==> src/hdl/bgl_pkg.sv <==
`default_nettype none
// ----------------------------------------------------------------------------
// Binary GCD / LCM package
// Shared constants and the command and status bundles that pass between the
// controller and the datapath.
// ----------------------------------------------------------------------------
package bgl_pkg;

   localparam int DATA_WIDTH_DEFAULT = 31;

   // Datapath work for the current cycle, as requested by the controller.
   typedef struct packed {
      logic load;        // capture a new pair of operands
      logic strip_both;  // halve both operands, count the common factor of two
      logic strip_a;     // halve the first operand
      logic reduce;      // halve b, or subtract and halve
      logic scale;       // shift the common factor back, set up the divider
      logic div_step;    // one restoring division step
      logic mul_step;    // one shift-and-add multiply step
   } bgl_cmd_type;

   // Datapath conditions that steer the controller.
   typedef struct packed {
      logic any_zero;    // one of the captured operands is zero
      logic both_even;
      logic a_even;
      logic b_even;
      logic b_done;      // the subtract-and-halve step leaves b at zero
      logic count_last;  // serial step counter is on its final step
   } bgl_sts_type;

endpackage : bgl_pkg
`default_nettype wire

==> src/hdl/binary_gcd_lcm_unit.sv <==
`default_nettype none
// When an operand is zero the command goes straight to the result beat; else the
// unit strips the common factors of two, halves a further until it is odd, runs
// the Stein loop steps, then the serial division and the serial multiplication.
// Throughput: one command at a time; the next is taken at the earliest in the cycle
// after the result beat. The receiver cannot stall.
// Reset returns the controller to idle; the result strobe is low after reset.
// ----------------------------------------------------------------------------
// Binary GCD / LCM unit
// Greatest common divisor by Stein's method and a saturating least common
// multiple, with one result beat per accepted command.
// ----------------------------------------------------------------------------
module binary_gcd_lcm_unit #(
   parameter int DATA_WIDTH = bgl_pkg::DATA_WIDTH_DEFAULT
) (
   input  wire logic                   clock,
   input  wire logic                   reset,
   input  wire logic                   start,
   output logic                        busy,
   input  wire logic [DATA_WIDTH-1:0]  req_first_operand,
   input  wire logic [DATA_WIDTH-1:0]  req_second_operand,
   output logic                        rsp_valid,
   output logic      [DATA_WIDTH-1:0]  rsp_divisor_out,
   output logic      [DATA_WIDTH-1:0]  rsp_multiple_out,
   output logic                        rsp_multiple_overflow
);
   import bgl_pkg::*;

   bgl_cmd_type cmd;
   bgl_sts_type sts;

   bgl_ctrl u_ctrl (
      .clock     (clock),
      .reset     (reset),
      .start     (start),
      .sts       (sts),
      .cmd       (cmd),
      .busy      (busy),
      .rsp_valid (rsp_valid)
   );

   bgl_dp #(
      .DATA_WIDTH (DATA_WIDTH)
   ) u_dp (
      .clock                 (clock),
      .cmd                   (cmd),
      .req_first_operand     (req_first_operand),
      .req_second_operand    (req_second_operand),
      .sts                   (sts),
      .rsp_divisor_out       (rsp_divisor_out),
      .rsp_multiple_out      (rsp_multiple_out),
      .rsp_multiple_overflow (rsp_multiple_overflow)
   );

   // A result beat always ends the command.
   a_done_frees: assert property (@(posedge clock) disable iff (reset)
      rsp_valid |=> !busy)
      else $error("unit still busy after result beat");

   a_start_busy: assert property (@(posedge clock) disable iff (reset)
      (start && !busy) |=> busy)
      else $error("accepted command did not raise busy");

   a_ovf_sat: assert property (@(posedge clock) disable iff (reset)
      (rsp_valid && rsp_multiple_overflow) |-> (rsp_multiple_out == {DATA_WIDTH{1'b1}}))
      else $error("overflowed multiple is not saturated");

   a_zero_gcd: assert property (@(posedge clock) disable iff (reset)
      (rsp_valid && (rsp_divisor_out == '0))
         |-> (rsp_multiple_out == '0 && !rsp_multiple_overflow))
      else $error("zero divisor with nonzero multiple");

endmodule : binary_gcd_lcm_unit
`default_nettype wire

==> src/hdl/bgl_ctrl.sv <==
`default_nettype none
// ----------------------------------------------------------------------------
// Binary GCD / LCM controller
// State machine that sequences operand capture, the Stein reduction loop,
// the serial division and the serial multiplication.
// ----------------------------------------------------------------------------
module bgl_ctrl (
   input  wire logic                clock,
   input  wire logic                reset,
   input  wire logic                start,
   input  bgl_pkg::bgl_sts_type     sts,
   output bgl_pkg::bgl_cmd_type     cmd,
   output logic                     busy,
   output logic                     rsp_valid
);
   import bgl_pkg::*;

   localparam logic [2:0] ST_IDLE   = 3'd0;
   localparam logic [2:0] ST_TWOS   = 3'd1;
   localparam logic [2:0] ST_ODDA   = 3'd2;
   localparam logic [2:0] ST_REDUCE = 3'd3;
   localparam logic [2:0] ST_SCALE  = 3'd4;
   localparam logic [2:0] ST_DIV    = 3'd5;
   localparam logic [2:0] ST_MUL    = 3'd6;
   localparam logic [2:0] ST_DONE   = 3'd7;

   logic [2:0] state_ff;
   logic [2:0] state_in;

   always_comb begin
      state_in = state_ff;
      cmd      = '0;
      unique case (state_ff)
         ST_IDLE: begin
            if (start) begin
               cmd.load = 1'b1;
               state_in = ST_TWOS;
            end
         end
         ST_TWOS: begin
            if (sts.any_zero) begin
               state_in = ST_DONE;
            end else if (sts.both_even) begin
               cmd.strip_both = 1'b1;
            end else begin
               state_in = ST_ODDA;
            end
         end
         ST_ODDA: begin
            if (sts.a_even) begin
               cmd.strip_a = 1'b1;
            end else begin
               state_in = ST_REDUCE;
            end
         end
         ST_REDUCE: begin
            cmd.reduce = 1'b1;
            if (!sts.b_even && sts.b_done) begin
               state_in = ST_SCALE;
            end
         end
         ST_SCALE: begin
            cmd.scale = 1'b1;
            state_in  = ST_DIV;
         end
         ST_DIV: begin
            cmd.div_step = 1'b1;
            if (sts.count_last) begin
               state_in = ST_MUL;
            end
         end
         ST_MUL: begin
            cmd.mul_step = 1'b1;
            if (sts.count_last) begin
               state_in = ST_DONE;
            end
         end
         ST_DONE: begin
            state_in = ST_IDLE;
         end
         default: begin
            state_in = ST_IDLE;
         end
      endcase
   end

   always_ff @(posedge clock) begin
      if (reset) begin
         state_ff <= ST_IDLE;
      end else begin
         state_ff <= state_in;
      end
   end

   assign busy      = (state_ff != ST_IDLE);
   assign rsp_valid = (state_ff == ST_DONE);

endmodule : bgl_ctrl
`default_nettype wire

==> src/hdl/bgl_dp.sv <==
`default_nettype none
// ----------------------------------------------------------------------------
// Binary GCD / LCM datapath
// Operand registers with an absolute-difference unit for the Stein loop, a
// restoring bit-serial divider for a / gcd and a saturating bit-serial
// multiplier for the quotient times b.
// ----------------------------------------------------------------------------
module bgl_dp #(
   parameter int DATA_WIDTH = bgl_pkg::DATA_WIDTH_DEFAULT
) (
   input  wire logic                   clock,
   input  bgl_pkg::bgl_cmd_type        cmd,
   input  wire logic [DATA_WIDTH-1:0]  req_first_operand,
   input  wire logic [DATA_WIDTH-1:0]  req_second_operand,
   output bgl_pkg::bgl_sts_type        sts,
   output logic      [DATA_WIDTH-1:0]  rsp_divisor_out,
   output logic      [DATA_WIDTH-1:0]  rsp_multiple_out,
   output logic                        rsp_multiple_overflow
);
   import bgl_pkg::*;

   localparam int CNT_WIDTH = $clog2(DATA_WIDTH);
   localparam logic [CNT_WIDTH-1:0] CNT_LAST = CNT_WIDTH'(DATA_WIDTH - 1);
   localparam logic [DATA_WIDTH+1:0] VALUE_MAX = {2'b00, {DATA_WIDTH{1'b1}}};

   logic [DATA_WIDTH-1:0] op_a_ff, op_a_in;
   logic [DATA_WIDTH-1:0] op_b_ff, op_b_in;
   logic [DATA_WIDTH-1:0] a_ff, a_in;
   logic [DATA_WIDTH-1:0] b_ff, b_in;
   logic [CNT_WIDTH-1:0]  shift_ff, shift_in;
   logic [CNT_WIDTH-1:0]  cnt_ff, cnt_in;
   logic [DATA_WIDTH-1:0] gcd_ff, gcd_in;
   logic [DATA_WIDTH-1:0] rem_ff, rem_in;
   logic [DATA_WIDTH-1:0] quo_ff, quo_in;
   logic [DATA_WIDTH-1:0] acc_ff, acc_in;
   logic                  ovf_ff, ovf_in;

   logic                  a_le_b;
   logic [DATA_WIDTH-1:0] diff;
   logic [DATA_WIDTH-1:0] b_half_diff;
   logic [DATA_WIDTH:0]   rem_shift;
   logic                  rem_ge;
   logic [DATA_WIDTH-1:0] rem_sub;
   logic [DATA_WIDTH+1:0] prod;

   assign a_le_b      = (a_ff <= b_ff);
   assign diff        = a_le_b ? (b_ff - a_ff) : (a_ff - b_ff);
   assign b_half_diff = diff >> 1;

   assign rem_shift = {rem_ff, quo_ff[DATA_WIDTH-1]};
   assign rem_ge    = (rem_shift >= {1'b0, gcd_ff});
   // When the step restores nothing the difference is below the divisor,
   // so the low bits hold it exactly.
   assign rem_sub   = rem_shift[DATA_WIDTH-1:0] - gcd_ff;

   // Multiply from the quotient's top bit down; any partial sum above the
   // field maximum makes the final product overflow too.
   assign prod = {1'b0, acc_ff, 1'b0}
               + (quo_ff[DATA_WIDTH-1] ? {2'b00, op_b_ff} : '0);

   always_comb begin
      op_a_in  = op_a_ff;
      op_b_in  = op_b_ff;
      a_in     = a_ff;
      b_in     = b_ff;
      shift_in = shift_ff;
      cnt_in   = cnt_ff;
      gcd_in   = gcd_ff;
      rem_in   = rem_ff;
      quo_in   = quo_ff;
      acc_in   = acc_ff;
      ovf_in   = ovf_ff;

      if (cmd.load) begin
         op_a_in  = req_first_operand;
         op_b_in  = req_second_operand;
         a_in     = req_first_operand;
         b_in     = req_second_operand;
         shift_in = '0;
         cnt_in   = '0;
         gcd_in   = req_first_operand | req_second_operand;
         acc_in   = '0;
         ovf_in   = 1'b0;
      end

      if (cmd.strip_both) begin
         a_in     = a_ff >> 1;
         b_in     = b_ff >> 1;
         shift_in = shift_ff + CNT_WIDTH'(1);
      end

      if (cmd.strip_a) begin
         a_in = a_ff >> 1;
      end

      if (cmd.reduce) begin
         if (!b_ff[0]) begin
            b_in = b_ff >> 1;
         end else begin
            if (!a_le_b) begin
               a_in = b_ff;
            end
            b_in = b_half_diff;
         end
      end

      if (cmd.scale) begin
         gcd_in = a_ff << shift_ff;
         rem_in = '0;
         quo_in = op_a_ff;
         cnt_in = '0;
      end

      if (cmd.div_step) begin
         if (rem_ge) begin
            rem_in = rem_sub;
         end else begin
            rem_in = rem_shift[DATA_WIDTH-1:0];
         end
         quo_in = {quo_ff[DATA_WIDTH-2:0], rem_ge};
         cnt_in = (cnt_ff == CNT_LAST) ? '0 : cnt_ff + CNT_WIDTH'(1);
      end

      if (cmd.mul_step) begin
         if (!ovf_ff) begin
            if (prod > VALUE_MAX) begin
               ovf_in = 1'b1;
            end else begin
               acc_in = prod[DATA_WIDTH-1:0];
            end
         end
         quo_in = quo_ff << 1;
         cnt_in = (cnt_ff == CNT_LAST) ? '0 : cnt_ff + CNT_WIDTH'(1);
      end
   end

   always_ff @(posedge clock) begin
      op_a_ff  <= op_a_in;
      op_b_ff  <= op_b_in;
      a_ff     <= a_in;
      b_ff     <= b_in;
      shift_ff <= shift_in;
      cnt_ff   <= cnt_in;
      gcd_ff   <= gcd_in;
      rem_ff   <= rem_in;
      quo_ff   <= quo_in;
      acc_ff   <= acc_in;
      ovf_ff   <= ovf_in;
   end

   assign sts.any_zero   = (op_a_ff == '0) || (op_b_ff == '0);
   assign sts.both_even  = !a_ff[0] && !b_ff[0];
   assign sts.a_even     = !a_ff[0];
   assign sts.b_even     = !b_ff[0];
   assign sts.b_done     = (b_half_diff == '0);
   assign sts.count_last = (cnt_ff == CNT_LAST);

   assign rsp_divisor_out       = gcd_ff;
   assign rsp_multiple_out      = ovf_ff ? {DATA_WIDTH{1'b1}} : acc_ff;
   assign rsp_multiple_overflow = ovf_ff;

endmodule : bgl_dp
`default_nettype wire
==> config.mk <==
export PLATFORM = sky130hd
export DESIGN_NAME = binary_gcd_lcm_unit
export DESIGN_NICKNAME = d
export VERILOG_FILES = /design/src/hdl/bgl_pkg.sv /design/src/hdl/binary_gcd_lcm_unit.sv /design/src/hdl/bgl_ctrl.sv /design/src/hdl/bgl_dp.sv
export SDC_FILE = /design/constraint.sdc
export NUM_CORES = 1
export LEC_CHECK = 0
export BUFFER_PORTS_ARGS = -buffer_cell sky130_fd_sc_hd__buf_2
export CORE_MARGIN = 8
export CORE_UTILIZATION = 35
export CTS_CLUSTER_SIZE = 24
export DETAILED_ROUTE_END_ITERATION = 6
export PLACE_DENSITY = 0.49
export SLEW_MARGIN = 20
export SYNTH_ARGS = -nofsm -noshare
export SYNTH_HDL_FRONTEND = slang
export SYNTH_SLANG_ARGS = --single-unit
==> constraint.sdc <==
create_clock -name clock -period 5.3 [get_ports clock]
set_clock_uncertainty 0.2 [all_clocks]
set_input_delay 1.59 -clock clock [delete_from_list [all_inputs] [get_ports clock]]
set_output_delay 1.59 -clock clock [all_outputs]
set_load 0.05 [all_outputs]
==> metrics.txt <==
chain of cells forming the critical path inv_1 > ha_1 > nand2_1 > nor4b_1 > nand4b_1 > and2_0 > nor2_2 > buf_4 > a31oi_1 > xnor2_1 > nand4_1 > nor4_2 > a41oi_2 > mux2_2; clock sink count 262; net switching power 7950 uW; number of enable flip-flop cells after synthesis 195; post-synthesis instance area 19,400 um2; area of all sequential standard cells 7200 um2; CTS tree built; Final period util 0.946; fraction of synthesis flops using an asynchronous set or reset pin 0; FILL cells 5,571; count of final hold-check violations 0; Tot Pwr 16,000 uW; half-perimeter wire length after placement 57,200 um; Post-synth top flop edfxtp_1; layout overhead on the synthesized area 14.1%; Post-Route Utilization 0.403; Final Wtd Congestion 0.978; crit path capture type flop; number of buffers added on ports 129; overall track demand over capacity in global routing 0.222; mean instance size in the synthesized netlist 8.97 um2; peak clock frequency supported by timing 199 MHz; failing checks DRC; Internal Power 8010 uW; wire length of the first global-routing pass 108,000 um; Floorplan Core Area 55,000 um2; fraction of the mapped netlist area in simple logic gates 0.155; clock network fraction of total power 0.146; fraction of power spent switching nets 0.498; Buf/Inv on CP 2; clock latency on the worst-skew pair 0.54 ns; sequential share of power 0.234; clock root buffer clkbuf_16; count of pins on the block boundary 130; RSZ-0062 raised after global routing no; power density cells 721 nW/um2; count of endpoints failing setup in the final report 0; share of the synthesized area in compound gates (AO/OA/AOI/OAI) 0.203; Warnings, synthesis 0; starting density of the core 0.353; total wirelength of the detailed-routed design 72,800 um; maximum buffer depth of the clock tree 3; main combinational cell family by area after synthesis compound AO/OA/AOI/OAI gates; initial DRC count 1,639; footprint of the multi-input gates 11,300 um2; WP data required 5.52 ns; reported leakage power 0.00913 uW; Hold Path Class reg -> reg; fraction of final layout cells sized beyond drive strength 1 0.153; total global routing overflow 0; Data arrival, critical path 5.24 ns; CTS buffer count 34; synthesized net count 2,363; count of state elements after synthesis 262; number of gates resized after CTS 0; worst vdd ir 222 uV; cell with the largest stage delay on the worst path nor4b_1; initial antenna violation count 5; post-synthesis adder-cell area fraction 0.0879; startpoint types flop; vias in the first global route 16.6k; critical path start-end classification reg -> reg; Post-CTS Repair Setup Buffers 0; Routed WL per cell 23.9 um; width of the die 251 um; number of hold buffers added after cts 0; number of distinct library cell variants in the gate-level netlist after synthesis 79; Clk pin slew, worst setup/hold paths 0.06 ns; detail-routed via count per cell 5.62; slew margin rel. 0.357; slew at the pin closest to its max-slew limit 0.951 ns; Design Area, Final 22,100 um2; multiplexer area fraction after synthesis 0.0863; biggest fanout along the worst timing path 12; Max Transition Viols Final 0; die area 63,200 um2; combinational share of power 0.620; placed instance area 21,000 um2; maximum level of the CTS H-tree 2; maximum capacitance violations 0; Pre-antenna DRT Iters 7; run status finished with violations; post-route setup TNS 0 ns; synthesized-area fraction occupied by xor and xnor cells 0.0478; sequential area share after synthesis 0.371; layout net count 2,469; number of cell rows 86; number of vias after detailed routing 17.1k; family with the most delay on the worst path simple AND/OR/NAND/NOR gates; maximum number of pins on one net before global-route repair 69; Chip Height 251 um; drt drc 1; final period demand of the worst path 5.02 ns; number of nets with antenna violations after routing 0; crit-path max cell delay 0.88 ns; Post-Synthesis Cells 2,164
-- area by class of cell --
type | instances | area share
Clock buffer | 47 | 0.0444
Timing Repair Buffer | 182 | 0.0477
Clock inverter | 15 | 0.00610
Multi-Input combinational cell | 1657 | 0.512
Tap cell | 748 | 0.0423
Antenna cell | 3 | 0.000339
Inverter | 133 | 0.0226
Sequential cell | 262 | 0.325
-- synth_stat cells (32+ instances only) --
master,instances,area [um2]
a21o_1,56,420
a21oi_1,225,1130
and2_1,45,282
clkbuf_1,88,330
dfxtp_1,67,1340
edfxtp_1,195,5860
ha_1,130,1630
inv_1,132,495
mux2_2,39,439
mux2i_1,83,831
nand2_1,247,927
nand3_1,32,160
nor2_1,125,469
o21ai_0,165,826
o22ai_1,34,213
or2_2,37,231
xnor2_1,57,499
xor2_1,49,429
-- power by group through the flow --
| stage | combinational [uW] | clock, uW | sequential [uW] |
|---|---|---|---|
| 6_report | 9890 | 2340 | 3730 |
| 5_1_grt | 10700 | 2460 | 3810 |
| 4_1_cts | 9770 | 2400 | 3720 |
| 3_5_place_dp | 9710 | 0 | 3760 |
| 3_3_place_gp | 9800 | 0 | 3730 |
| 2_1_floorplan | 6640 | 0 | 3750 |
-- cells in the final DEF (no fill, tap or decap), types with 17 or more instances in the layout --
cell type  count
clkbuf_16     37
ha_1         130
mux4_2        18
nand3_1       31
o22ai_1       34
inv_1        131
nand4_1       25
a211oi_1      20
xnor2_1       57
or2_2         37
and2_1        45
buf_4         52
nor3_1        25
nor2_1       123
edfxtp_1     195
nand2_1      246
mux2_2        39
dfxtp_1       66
buf_2        129
mux2i_1       83
o21ai_0      165
a21o_1        56
a31oi_1       17
nor4_1        19
a21oi_1      224
xor2_1        49
-- registers in the layout, indices dropped and copies added (netlist names) --
register / count
u_dp.op_b_ff: 31
u_dp.op_a_ff: 31
u_dp.rem_ff: 31
u_dp.shift_ff: 5
u_dp.cnt_ff: 5
u_dp.quo_ff: 31
u_ctrl.state_ff: 3
u_dp.acc_ff: 31
u_dp.b_ff: 31
u_dp.rsp_divisor_out: 31
u_dp.a_ff: 31
u_dp.rsp_multiple_overflow: 1
-- worst paths after layout --
kind	start	end	slack, ns	cells after the start
worst max-delay path	u_dp.b_ff[20]	u_ctrl.state_ff[0]	0.28	14
worst min-delay path	u_dp.acc_ff[0]	u_dp.acc_ff[0]	0.28	2
worst max register to register	u_dp.b_ff[20]	u_ctrl.state_ff[0]	0.28	14
worst min register to register	u_dp.acc_ff[0]	u_dp.acc_ff[0]	0.28	2
-- worst register-to-register path: stages (launching register included) --
cell,delay (ns)
edfxtp_1,0.42
inv_1,0.06
ha_1,0.32
nand2_1,0.21
nor4b_1,0.88
nand4b_1,0.28
and2_0,0.36
nor2_2,0.47
buf_4,0.25
a31oi_1,0.10
xnor2_1,0.24
nand4_1,0.15
nor4_2,0.30
a41oi_2,0.30
mux2_2,0.36
-- through the flow --
step | hold slack [ns] | setup slack [ns] | cells
CTS | 0.276 | 0.377 | 3044
finish | 0.276 | 0.284 | 3047
global route | 0.300 | 0.0979 | 3047
floorplan | 0.247 | 0.820 | 2164
global placement | 0.267 | 0.442 | 2982
detailed placement | 0.265 | 0.368 | 2982
-- metal layers --
metal / GRT usage / share of wire
met1: 0.307 / 0.46
met4: 0.0880 / 0.037
met3: 0.0250 / 0.052
met5: 0 / 0
met2: 0.353 / 0.45
-- logic make-up (layout without fill, tap and decap cells) --
kind of cell / count (synthesis) / count (layout)
AND/OR/NAND/NOR: 632 / 632
AO/OA/AOI/OAI: 645 / 645
XOR/XNOR: 106 / 106
adder cells (fa/ha/maj): 134 / 134
other: 0 / 3
buffers and inverters: 245 / 377
flip-flops: 262 / 262
multiplexers: 140 / 140
Power figures use the tool's default switching activity.
